**src/design/mset_pkg.sv**
```systemverilog
// package for the multi-slot event timer table: constants, codes and shared types
`default_nettype none
package mset_pkg;

   localparam int SLOTS_DEF = 8;
   localparam int TICK_MS   = 10;
   localparam int MIN_TICKS = 2;
   localparam int REM_W     = 29;
   localparam int SHORT_W   = 33;
   // ceil(2^35 / 10): floor(x * RECIP_10 / 2^35) == x / 10 for every 32-bit x
   localparam logic [31:0] RECIP_10 = 32'hCCCC_CCCD;
   localparam int RECIP_SHIFT = 35;

   typedef enum logic [1:0] {
      ACT_REQUEST = 2'd0,
      ACT_CANCEL  = 2'd1,
      ACT_TICK    = 2'd2,
      ACT_BAD     = 2'd3
   } action_type;

   typedef enum logic [6:0] {
      ST_IDLE   = 7'b0000001,
      ST_EXEC   = 7'b0000010,
      ST_MATCH  = 7'b0000100,
      ST_MEND   = 7'b0001000,
      ST_MIN    = 7'b0010000,
      ST_EMIT   = 7'b0100000,
      ST_FINISH = 7'b1000000
   } state_type;

   typedef struct packed {
      logic accept;
      logic exec;
      logic match_step;
      logic match_end;
      logic min_step;
      logic emit_step;
      logic finish;
   } cmd_type;

   typedef struct packed {
      logic is_cancel;
      logic is_tick;
      logic none_fired;
      logic out_free;
   } status_type;

endpackage
`default_nettype wire

```
**src/design/mset_ctrl.sv**
```systemverilog
// controller state machine for the timer table: sequences execute, sweeps and result output
`default_nettype none
module mset_ctrl #(
   parameter int SLOTS = mset_pkg::SLOTS_DEF,
   parameter int IW    = (SLOTS > 1) ? $clog2(SLOTS) : 1
) (
   input  wire logic                 clock,
   input  wire logic                 reset,
   input  wire logic                 req_valid,
   output logic                      req_ready,
   input  wire mset_pkg::status_type sts,
   output mset_pkg::cmd_type         cmd,
   output logic [IW-1:0]             idx
);

   mset_pkg::state_type state_ff, state_in;
   logic [IW-1:0] idx_ff, idx_in;
   logic idx_last;

   assign idx_last  = (idx_ff == IW'(SLOTS - 1));
   assign idx       = idx_ff;
   assign req_ready = (state_ff == mset_pkg::ST_IDLE) && !reset;

   always_comb begin
      state_in = state_ff;
      idx_in   = idx_ff;
      cmd      = '0;
      unique case (state_ff)
         mset_pkg::ST_IDLE: begin
            if (req_valid && req_ready) begin
               cmd.accept = 1'b1;
               state_in   = mset_pkg::ST_EXEC;
            end
         end
         mset_pkg::ST_EXEC: begin
            cmd.exec = 1'b1;
            idx_in   = '0;
            state_in = sts.is_cancel ? mset_pkg::ST_MATCH : mset_pkg::ST_MIN;
         end
         mset_pkg::ST_MATCH: begin
            cmd.match_step = 1'b1;
            if (idx_last) begin
               idx_in   = '0;
               state_in = mset_pkg::ST_MEND;
            end else begin
               idx_in = idx_ff + IW'(1);
            end
         end
         mset_pkg::ST_MEND: begin
            cmd.match_end = 1'b1;
            state_in      = mset_pkg::ST_MIN;
         end
         mset_pkg::ST_MIN: begin
            cmd.min_step = 1'b1;
            if (idx_last) begin
               idx_in   = '0;
               state_in = (sts.is_tick && !sts.none_fired) ? mset_pkg::ST_EMIT
                                                            : mset_pkg::ST_FINISH;
            end else begin
               idx_in = idx_ff + IW'(1);
            end
         end
         mset_pkg::ST_EMIT: begin
            // idx walks the ages, newest first
            if (sts.out_free) begin
               cmd.emit_step = 1'b1;
               if (idx_last) begin
                  state_in = mset_pkg::ST_FINISH;
               end else begin
                  idx_in = idx_ff + IW'(1);
               end
            end
         end
         mset_pkg::ST_FINISH: begin
            if (sts.out_free) begin
               cmd.finish = 1'b1;
               state_in   = mset_pkg::ST_IDLE;
            end
         end
         default: begin
            state_in = mset_pkg::ST_IDLE;
         end
      endcase
   end

   always_ff @(posedge clock) begin
      if (reset) begin
         state_ff <= mset_pkg::ST_IDLE;
         idx_ff   <= '0;
      end else begin
         state_ff <= state_in;
         idx_ff   <= idx_in;
      end
   end

endmodule
`default_nettype wire

```
**src/design/mset_dp.sv**
```systemverilog
// datapath of the timer table: slot storage, per-slot update, sweeps and output register
`default_nettype none
module mset_dp #(
   parameter int SLOTS = mset_pkg::SLOTS_DEF,
   parameter int IW    = (SLOTS > 1) ? $clog2(SLOTS) : 1
) (
   input  wire logic                          clock,
   input  wire logic                          reset,
   input  wire mset_pkg::cmd_type             cmd,
   input  wire logic [IW-1:0]                 idx,
   output mset_pkg::status_type               sts,
   input  wire logic [1:0]                    req_action,
   input  wire logic [7:0]                    req_message_id,
   input  wire logic [7:0]                    req_event_kind,
   input  wire logic signed [7:0]             req_receiver_id,
   input  wire logic [31:0]                   req_delay_ms,
   input  wire logic [7:0]                    req_tick_count,
   output logic                               rsp_valid,
   input  wire logic                          rsp_ready,
   output logic                               rsp_status,
   output logic                               rsp_event_valid,
   output logic signed [7:0]                  rsp_fired_receiver,
   output logic [7:0]                         rsp_fired_kind,
   output logic [7:0]                         rsp_fired_message,
   output logic                               rsp_last,
   output logic [mset_pkg::SHORT_W-1:0]       rsp_shortest_ms,
   output logic [31:0]                        rsp_runtime_ticks
);

   localparam int RW = mset_pkg::REM_W;
   localparam int SW = mset_pkg::SHORT_W;
   localparam int NW = $clog2(SLOTS + 1);

   // captured request
   logic [1:0]        act_ff;
   logic [7:0]        msg_ff, kind_ff, tick_ff;
   logic signed [7:0] rcv_ff;
   logic [31:0]       delay_ff;

   // slot table
   logic [SLOTS-1:0]  active_ff, fired_ff;
   logic [RW-1:0]     rem_ff  [SLOTS];
   logic signed [7:0] srcv_ff [SLOTS];
   logic [7:0]        smsg_ff [SLOTS];
   logic [7:0]        skind_ff[SLOTS];
   logic [IW-1:0]     age_ff  [SLOTS];
   logic [IW-1:0]     dec_ff  [SLOTS];
   logic [31:0]       runtime_ff;

   // sweep results
   logic [RW-1:0]     best_ff;
   logic              found_ff, err_ff;
   logic [IW-1:0]     bage_ff, bslot_ff;
   logic [NW-1:0]     nf_ff, ecnt_ff;

   // output register
   logic              rsp_valid_ff, status_ff, event_ff, last_ff;
   logic signed [7:0] orcv_ff;
   logic [7:0]        okind_ff, omsg_ff;
   logic [SW-1:0]     short_ff;
   logic [31:0]       oruntime_ff;

   logic              out_free;
   logic              free_found;
   logic [IW-1:0]     free_idx;
   logic [63:0]       prod;
   logic [RW-1:0]     quot, new_rem;
   logic              hit;
   logic signed [7:0] hit_rcv;
   logic [7:0]        hit_kind, hit_msg;
   logic [SW-1:0]     best_wide, shortest;

   assign out_free = !rsp_valid_ff || rsp_ready;

   assign sts.is_cancel  = (act_ff == mset_pkg::ACT_CANCEL);
   assign sts.is_tick    = (act_ff == mset_pkg::ACT_TICK);
   assign sts.none_fired = ~|fired_ff;
   assign sts.out_free   = out_free;

   // lowest free slot
   always_comb begin
      free_found = 1'b0;
      free_idx   = '0;
      for (int i = SLOTS - 1; i >= 0; i--) begin
         if (!active_ff[i]) begin
            free_found = 1'b1;
            free_idx   = IW'(i);
         end
      end
   end

   // delay / 10 by reciprocal multiply
   assign prod    = {32'b0, delay_ff} * {32'b0, mset_pkg::RECIP_10};
   assign quot    = prod[mset_pkg::RECIP_SHIFT +: RW];
   assign new_rem = (delay_ff > 32'(mset_pkg::MIN_TICKS * mset_pkg::TICK_MS))
                    ? quot + RW'(1) : RW'(mset_pkg::MIN_TICKS);

   // fired entry with the age under the walk
   always_comb begin
      hit      = 1'b0;
      hit_rcv  = '0;
      hit_kind = '0;
      hit_msg  = '0;
      for (int i = 0; i < SLOTS; i++) begin
         if (fired_ff[i] && age_ff[i] == idx) begin
            hit      = 1'b1;
            hit_rcv  = srcv_ff[i];
            hit_kind = skind_ff[i];
            hit_msg  = smsg_ff[i];
         end
      end
   end

   // times ten as two shifts
   assign best_wide = {{(SW - RW){1'b0}}, best_ff};
   assign shortest  = (best_wide << 3) + (best_wide << 1);

   always_ff @(posedge clock) begin
      if (cmd.accept) begin
         act_ff   <= req_action;
         msg_ff   <= req_message_id;
         kind_ff  <= req_event_kind;
         rcv_ff   <= req_receiver_id;
         delay_ff <= req_delay_ms;
         tick_ff  <= req_tick_count;
      end
      if (cmd.exec && act_ff == mset_pkg::ACT_REQUEST && free_found) begin
         rem_ff[free_idx]   <= new_rem;
         srcv_ff[free_idx]  <= rcv_ff;
         smsg_ff[free_idx]  <= msg_ff;
         skind_ff[free_idx] <= kind_ff;
      end
      if (cmd.exec && act_ff == mset_pkg::ACT_TICK) begin
         for (int i = 0; i < SLOTS; i++) begin
            if (active_ff[i] && rem_ff[i] > RW'(tick_ff)) begin
               rem_ff[i] <= rem_ff[i] - RW'(tick_ff);
            end
         end
      end
      if (cmd.exec) begin
         best_ff <= '0;
      end else if (cmd.min_step) begin
         if (active_ff[idx] && (best_ff == '0 || rem_ff[idx] < best_ff)) begin
            best_ff <= rem_ff[idx];
         end
      end
      if (cmd.match_step) begin
         if (active_ff[idx] && srcv_ff[idx] == rcv_ff && smsg_ff[idx] == msg_ff &&
             (!found_ff || age_ff[idx] < bage_ff)) begin
            bage_ff  <= age_ff[idx];
            bslot_ff <= idx;
         end
      end
      if (cmd.emit_step && hit) begin
         event_ff <= 1'b1;
         status_ff <= 1'b0;
         orcv_ff  <= hit_rcv;
         okind_ff <= hit_kind;
         omsg_ff  <= hit_msg;
         last_ff  <= (ecnt_ff + NW'(1) == nf_ff);
         short_ff <= shortest;
         oruntime_ff <= runtime_ff;
      end else if (cmd.finish && nf_ff == '0) begin
         event_ff <= 1'b0;
         status_ff <= err_ff;
         orcv_ff  <= '0;
         okind_ff <= '0;
         omsg_ff  <= '0;
         last_ff  <= 1'b1;
         short_ff <= shortest;
         oruntime_ff <= runtime_ff;
      end
   end

   // control state of the table
   always_ff @(posedge clock) begin
      if (reset) begin
         active_ff    <= '0;
         fired_ff     <= '0;
         runtime_ff   <= '0;
         found_ff     <= 1'b0;
         err_ff       <= 1'b0;
         nf_ff        <= '0;
         ecnt_ff      <= '0;
         rsp_valid_ff <= 1'b0;
         for (int i = 0; i < SLOTS; i++) begin
            age_ff[i] <= '0;
            dec_ff[i] <= '0;
         end
      end else begin
         if ((cmd.emit_step && hit) || (cmd.finish && nf_ff == '0)) begin
            rsp_valid_ff <= 1'b1;
         end else if (rsp_ready) begin
            rsp_valid_ff <= 1'b0;
         end
         if (cmd.exec) begin
            found_ff <= 1'b0;
            nf_ff    <= '0;
            ecnt_ff  <= '0;
            unique case (act_ff)
               mset_pkg::ACT_REQUEST: begin
                  err_ff <= !free_found;
                  if (free_found) begin
                     for (int i = 0; i < SLOTS; i++) begin
                        if (active_ff[i]) begin
                           age_ff[i] <= age_ff[i] + IW'(1);
                        end
                     end
                     active_ff[free_idx] <= 1'b1;
                     age_ff[free_idx]    <= '0;
                  end
               end
               mset_pkg::ACT_CANCEL: begin
                  err_ff <= 1'b0;
               end
               mset_pkg::ACT_TICK: begin
                  err_ff     <= 1'b0;
                  runtime_ff <= runtime_ff + {24'b0, tick_ff};
                  for (int i = 0; i < SLOTS; i++) begin
                     if (active_ff[i] && rem_ff[i] <= RW'(tick_ff)) begin
                        fired_ff[i]  <= 1'b1;
                        active_ff[i] <= 1'b0;
                     end
                  end
               end
               default: begin
                  err_ff <= 1'b1;
               end
            endcase
         end
         if (cmd.match_step) begin
            if (active_ff[idx] && srcv_ff[idx] == rcv_ff && smsg_ff[idx] == msg_ff &&
                (!found_ff || age_ff[idx] < bage_ff)) begin
               found_ff <= 1'b1;
            end
         end
         if (cmd.match_end) begin
            err_ff <= !found_ff;
            if (found_ff) begin
               // close the gap in the age order
               for (int i = 0; i < SLOTS; i++) begin
                  if (active_ff[i] && age_ff[i] > bage_ff) begin
                     age_ff[i] <= age_ff[i] - IW'(1);
                  end
               end
               active_ff[bslot_ff] <= 1'b0;
            end
         end
         if (cmd.min_step && fired_ff[idx]) begin
            nf_ff <= nf_ff + NW'(1);
            for (int i = 0; i < SLOTS; i++) begin
               if (age_ff[idx] < age_ff[i]) begin
                  dec_ff[i] <= dec_ff[i] + IW'(1);
               end
            end
         end
         if (cmd.emit_step && hit) begin
            ecnt_ff <= ecnt_ff + NW'(1);
         end
         if (cmd.finish) begin
            // ages of survivors drop by the number of newer (lower-age) fired entries
            for (int i = 0; i < SLOTS; i++) begin
               age_ff[i] <= age_ff[i] - dec_ff[i];
               dec_ff[i] <= '0;
            end
            fired_ff <= '0;
         end
      end
   end

   assign rsp_valid          = rsp_valid_ff;
   assign rsp_status         = status_ff;
   assign rsp_event_valid    = event_ff;
   assign rsp_fired_receiver = orcv_ff;
   assign rsp_fired_kind     = okind_ff;
   assign rsp_fired_message  = omsg_ff;
   assign rsp_last           = last_ff;
   assign rsp_shortest_ms    = short_ff;
   assign rsp_runtime_ticks  = oruntime_ff;

endmodule
`default_nettype wire

```
**src/design/multi_slot_event_timer_table.sv**
```systemverilog
// top level of the multi-slot event timer table: controller plus datapath
// an item holds the controller for the transfer, an execute step, a minimum sweep over all SLOTS slots
// and a finish step; a cancel adds a match sweep over the slots and a match-end step, a firing tick
// an emit step for each of the SLOTS ages; emit and finish steps wait while the output register is full
// one item is worked at a time; the next is taken while the last result waits in the output register
// synchronous active-high reset empties the table and clears the runtime counter
`default_nettype none
module multi_slot_event_timer_table #(
   parameter int SLOTS = mset_pkg::SLOTS_DEF
) (
   input  wire logic                          clock,
   input  wire logic                          reset,
   input  wire logic                          req_valid,
   output logic                               req_ready,
   input  wire logic [1:0]                    req_action,
   input  wire logic [7:0]                    req_message_id,
   input  wire logic [7:0]                    req_event_kind,
   input  wire logic signed [7:0]             req_receiver_id,
   input  wire logic [31:0]                   req_delay_ms,
   input  wire logic [7:0]                    req_tick_count,
   output logic                               rsp_valid,
   input  wire logic                          rsp_ready,
   output logic                               rsp_status,
   output logic                               rsp_event_valid,
   output logic signed [7:0]                  rsp_fired_receiver,
   output logic [7:0]                         rsp_fired_kind,
   output logic [7:0]                         rsp_fired_message,
   output logic                               rsp_last,
   output logic [mset_pkg::SHORT_W-1:0]       rsp_shortest_ms,
   output logic [31:0]                        rsp_runtime_ticks
);

   localparam int IW = (SLOTS > 1) ? $clog2(SLOTS) : 1;

   mset_pkg::cmd_type    cmd;
   mset_pkg::status_type sts;
   logic [IW-1:0]        idx;

   mset_ctrl #(.SLOTS(SLOTS), .IW(IW)) u_ctrl (
      .clock     (clock),
      .reset     (reset),
      .req_valid (req_valid),
      .req_ready (req_ready),
      .sts       (sts),
      .cmd       (cmd),
      .idx       (idx)
   );

   mset_dp #(.SLOTS(SLOTS), .IW(IW)) u_dp (
      .clock              (clock),
      .reset              (reset),
      .cmd                (cmd),
      .idx                (idx),
      .sts                (sts),
      .req_action         (req_action),
      .req_message_id     (req_message_id),
      .req_event_kind     (req_event_kind),
      .req_receiver_id    (req_receiver_id),
      .req_delay_ms       (req_delay_ms),
      .req_tick_count     (req_tick_count),
      .rsp_valid          (rsp_valid),
      .rsp_ready          (rsp_ready),
      .rsp_status         (rsp_status),
      .rsp_event_valid    (rsp_event_valid),
      .rsp_fired_receiver (rsp_fired_receiver),
      .rsp_fired_kind     (rsp_fired_kind),
      .rsp_fired_message  (rsp_fired_message),
      .rsp_last           (rsp_last),
      .rsp_shortest_ms    (rsp_shortest_ms),
      .rsp_runtime_ticks  (rsp_runtime_ticks)
   );

endmodule
`default_nettype wire

```
**config.mk**
```make
export PLATFORM = sky130hd
export DESIGN_NAME = multi_slot_event_timer_table
export DESIGN_NICKNAME = d
export VERILOG_FILES = /design/src/design/mset_pkg.sv /design/src/design/mset_ctrl.sv /design/src/design/mset_dp.sv /design/src/design/multi_slot_event_timer_table.sv
export SDC_FILE = /design/constraint.sdc
export NUM_CORES = 2
export LEC_CHECK = 0
export ABC_AREA = 1
export BUFFER_PORTS_ARGS = -buffer_cell sky130_fd_sc_hd__clkbuf_2
export CAP_MARGIN = 20
export CORE_AREA = 8 8 368 370
export DETAILED_ROUTE_END_ITERATION = 8
export DIE_AREA = 0 0 376 378
export PLACE_DENSITY = 0.66
export REMOVE_ABC_BUFFERS = 1
export SLEW_MARGIN = 15
export SYNTH_ARGS = -nofsm -noshare
export SYNTH_HDL_FRONTEND = slang
export SYNTH_SLANG_ARGS = --single-unit
```
**constraint.sdc**
```tcl
create_clock -name clock -period 13.4 [get_ports clock]
set_input_delay 2.68 -clock clock [delete_from_list [all_inputs] [get_ports clock]]
set_output_delay 2.68 -clock clock [all_outputs]
set_load 0.1 [all_outputs]
```
==> results.yml <==
setup_path:
  setup.worst_path.start_class: "flip-flop"
  arrival_ps: 8860
  cpMostUsedCell: "inv_1"
  path_depth: 34
  cp_max_fo: 8
  crit_type: "reg2reg"
  r2r_cells: 34
  reg2reg_from: "u_dp.delay_ff[19]"
  cp-end-kind: "flip-flop"
  ff2ff_setup_slack_ps: 4980
  cp_top_family: "adder cells"
  worstPathRequired_ps: 13840
  cpMaxStageDelayCell: "edfxtp_1"
  path_buf_inv: 11
  critical_path.max_stage_delay_ps: 610
  r2r_end: "u_dp.rem_ff[5][24]"
drt:
  avgViaCountPerCell: 5.608
  wl_mm: 207.9
  vias: 54289
  wl_per_cell_um: 21.48
  dr.pass1.iters: 8
  drt_drc_violations_left: 2
  drt-initial-drc-count: 5928
  final_antenna_net_count: 0
yosys:
  syn-cell-area_um2: 64170
  ys_seq_area_share_pct: 32.42
  synth_top_area_cell: "edfxtp_1"
  ys_ff_latch: 736
  async_reset_ff_share_pct: 0
  synth_edf_count: 606
  netlist_instances: 7743
  yosysTopAreaCellShare_pct: 28.36
  synth_ff_type: "edfxtp_1"
  synthTopCellsByArea: "edfxtp_1 28%, fa_1 13%, ha_1 11%, nand2_1 8.4%, inv_1 8.3%"
  ys.warnings.count: 0
  yosysUniqueCellTypes: 71
  syn-mean-instance-area_um2: 8.287
cts:
  post_cts_resized: 0
  clk_pin_slew_ps: 60
  postCtsHoldBufs: 0
  cts_setup_buffers: 0
  cts_root_buf: "clkbuf_16"
  cts_tree: "done"
  numCtsBuffers: 86
  htreeDepth: 3
  cts_buffer_depth: 3
  clock-sinks: 736
  insertion_delay_ps: 710
timing:
  fin_crit_sh_pct: 62.81
  finalHoldViolCount: 0
  fin_skew_ps: 29.69
  setup_tns_ps: 0
  min_period_ps: 8417
  maxSlewHeadroom_pct: 13.26
  max_freq_mhz: 118.8
  setup_slack_ps: 4983
  final-setup-viol-count: 0
  slew_viol_final: 0
  rsz0062_at_grt: "false"
  tightest_slew_ps: 1289
run_status:
  status: "finished with violations"
  violations: "design-rule violations"
global_route:
  grt_overflow: 0
  antenna_found_initial: 3
  grt_max_degree: 78
  grt_pass1_wl_mm: 317.0
  gr-usage-all-layers_pct: 28.72
  grt_pass1_vias: 52595
placed_design:
  dp.cells: 9516
  portBuffers: 162
  dpl_worst_slack_ps: 5085
  hpwl_mm: 160.9
  gp_congestion: 1.025
worst_hold_path:
  holdPathEnd: "u_dp.rsp_runtime_ticks[31]"
  hold_start: "u_dp.runtime_ff[31]"
  holdPathStages: 0
  min_path_type: "reg2reg"
die:
  pin_count: 164
  rows: 133
  dieArea_um2: 142100
  fp.dieH_um: 378
  dieWidth_um: 376
  core_area_um2: 130100
  floorplan.initialDensity_pct: 49.31
finish:
  stdcell_count: 9680
  layout-drive-gt1-share_pct: 7.004
  mostFrequentLayoutCell: "nand2_1"
  fill_cells: 12243
  final_nets: 8897
  syn_to_final_growth_pct: 8.878
  final_cell_mix: "1427 x nand2_1, 1411 x inv_1, 682 x nor2_1, 606 x edfxtp_1, 569 x ha_1"
run:
  drv_cap: 0
[worst max path at each step]
stage                            startpoint                 end
after floorplan                   flip-flop     u_dp.best_ff[0]
after global placement    u_dp.delay_ff[19]  u_dp.rem_ff[5][24]
after detailed placement  u_dp.delay_ff[19]   u_dp.rem_ff[3][6]
after CTS                 u_dp.delay_ff[19]  u_dp.rem_ff[5][24]
after global routing      u_dp.delay_ff[13]  u_dp.rem_ff[5][24]
final                     u_dp.delay_ff[19]  u_dp.rem_ff[5][24]
[per-stage QoR]
step / util [%] / instance area (um2) / hold slack, ps
2_1_floorplan: - / 63300 / 408.2
3_3_place_gp: 51.37 / 66840 / 421.6
3_5_place_dp: 51.37 / 66840 / 429.6
4_1_cts: 53.64 / 69800 / 444.3
6_report: 53.69 / 69860 / 439.1
5_1_grt: 53.68 / 69860 / 456.3
[registers in the layout (all words and copies together), names as in the netlist, 24 cells and up, named ones only]
name,flops
u_dp.runtime_ff,32
u_dp.rem_ff,232
u_dp.dec_ff,24
u_dp.skind_ff,64
u_dp.age_ff,24
u_dp.smsg_ff,64
u_dp.delay_ff,32
u_dp.rsp_runtime_ticks,32
u_dp.rsp_shortest_ms,32
u_dp.srcv_ff,64
u_dp.best_ff,29
[layout make-up]
cell class                      count  area [um2]  area share, %
Antenna cell                        1       2.502       0.003582
Clock buffer                      104        2302          3.295
Clock inverter                     57       654.4         0.9367
Inverter                         1443        5420          7.758
Multi-Input combinational cell   5360       37160          53.20
Sequential cell                   736       20810          29.78
Tap cell                         1755        2196          3.143
Timing Repair Buffer              224        1316          1.884
[metal layers]
layer	GRT usage, %	share of wire, %
met1	41.09	44
met2	44.03	43
met3	5.652	10
met4	8.891	3.1
met5	0	0.0063
[cell families (layout without fill, tap and decap cells)]
kind of cell             count (synthesis)  count (layout)  synth area share, %
multiplexers                             4               4              0.06435
buffers and inverters                 1647            1828                9.787
flip-flops                             736             736                32.42
AND/OR/NAND/NOR                       2785            2785                18.71
XOR/XNOR                               316             316                4.313
adder cells (fa/ha/maj)                976             976                23.79
other                                    1               2             0.005844
AO/OA/AOI/OAI                         1278            1278                10.91
[cells in the mapped netlist (7+ instances only)]
| library cell | instances |
|---|---|
| dfxtp_1 | 130 |
| nor2_2 | 22 |
| nor4_1 | 43 |
| buf_4 | 7 |
| o21ai_1 | 106 |
| a221oi_1 | 12 |
| nand2_2 | 25 |
| xnor2_1 | 111 |
| o22ai_1 | 63 |
| o221ai_1 | 9 |
| o21ai_0 | 493 |
| nor3_1 | 75 |
| fa_1 | 407 |
| o21bai_1 | 20 |
| or2_2 | 32 |
| xor2_1 | 205 |
| ha_1 | 569 |
| nor2_4 | 13 |
| o211ai_1 | 16 |
| nand3_1 | 264 |
| edfxtp_1 | 606 |
| a32oi_1 | 21 |
| inv_1 | 1414 |
| a31oi_1 | 65 |
| buf_1 | 14 |
| a21oi_1 | 408 |
| nor2_1 | 690 |
| inv_2 | 24 |
| nand3b_1 | 15 |
| and2_1 | 9 |
| nand3_2 | 19 |
| a21o_1 | 15 |
| nand4_1 | 116 |
| buf_2 | 56 |
| nand2_1 | 1429 |
| clkbuf_1 | 126 |
| a211oi_1 | 7 |
| nor3_2 | 12 |
| o21a_1 | 9 |
Power is not shown: default switching activity piles up to over one toggle a cycle in this logic, so the estimate is an artifact.
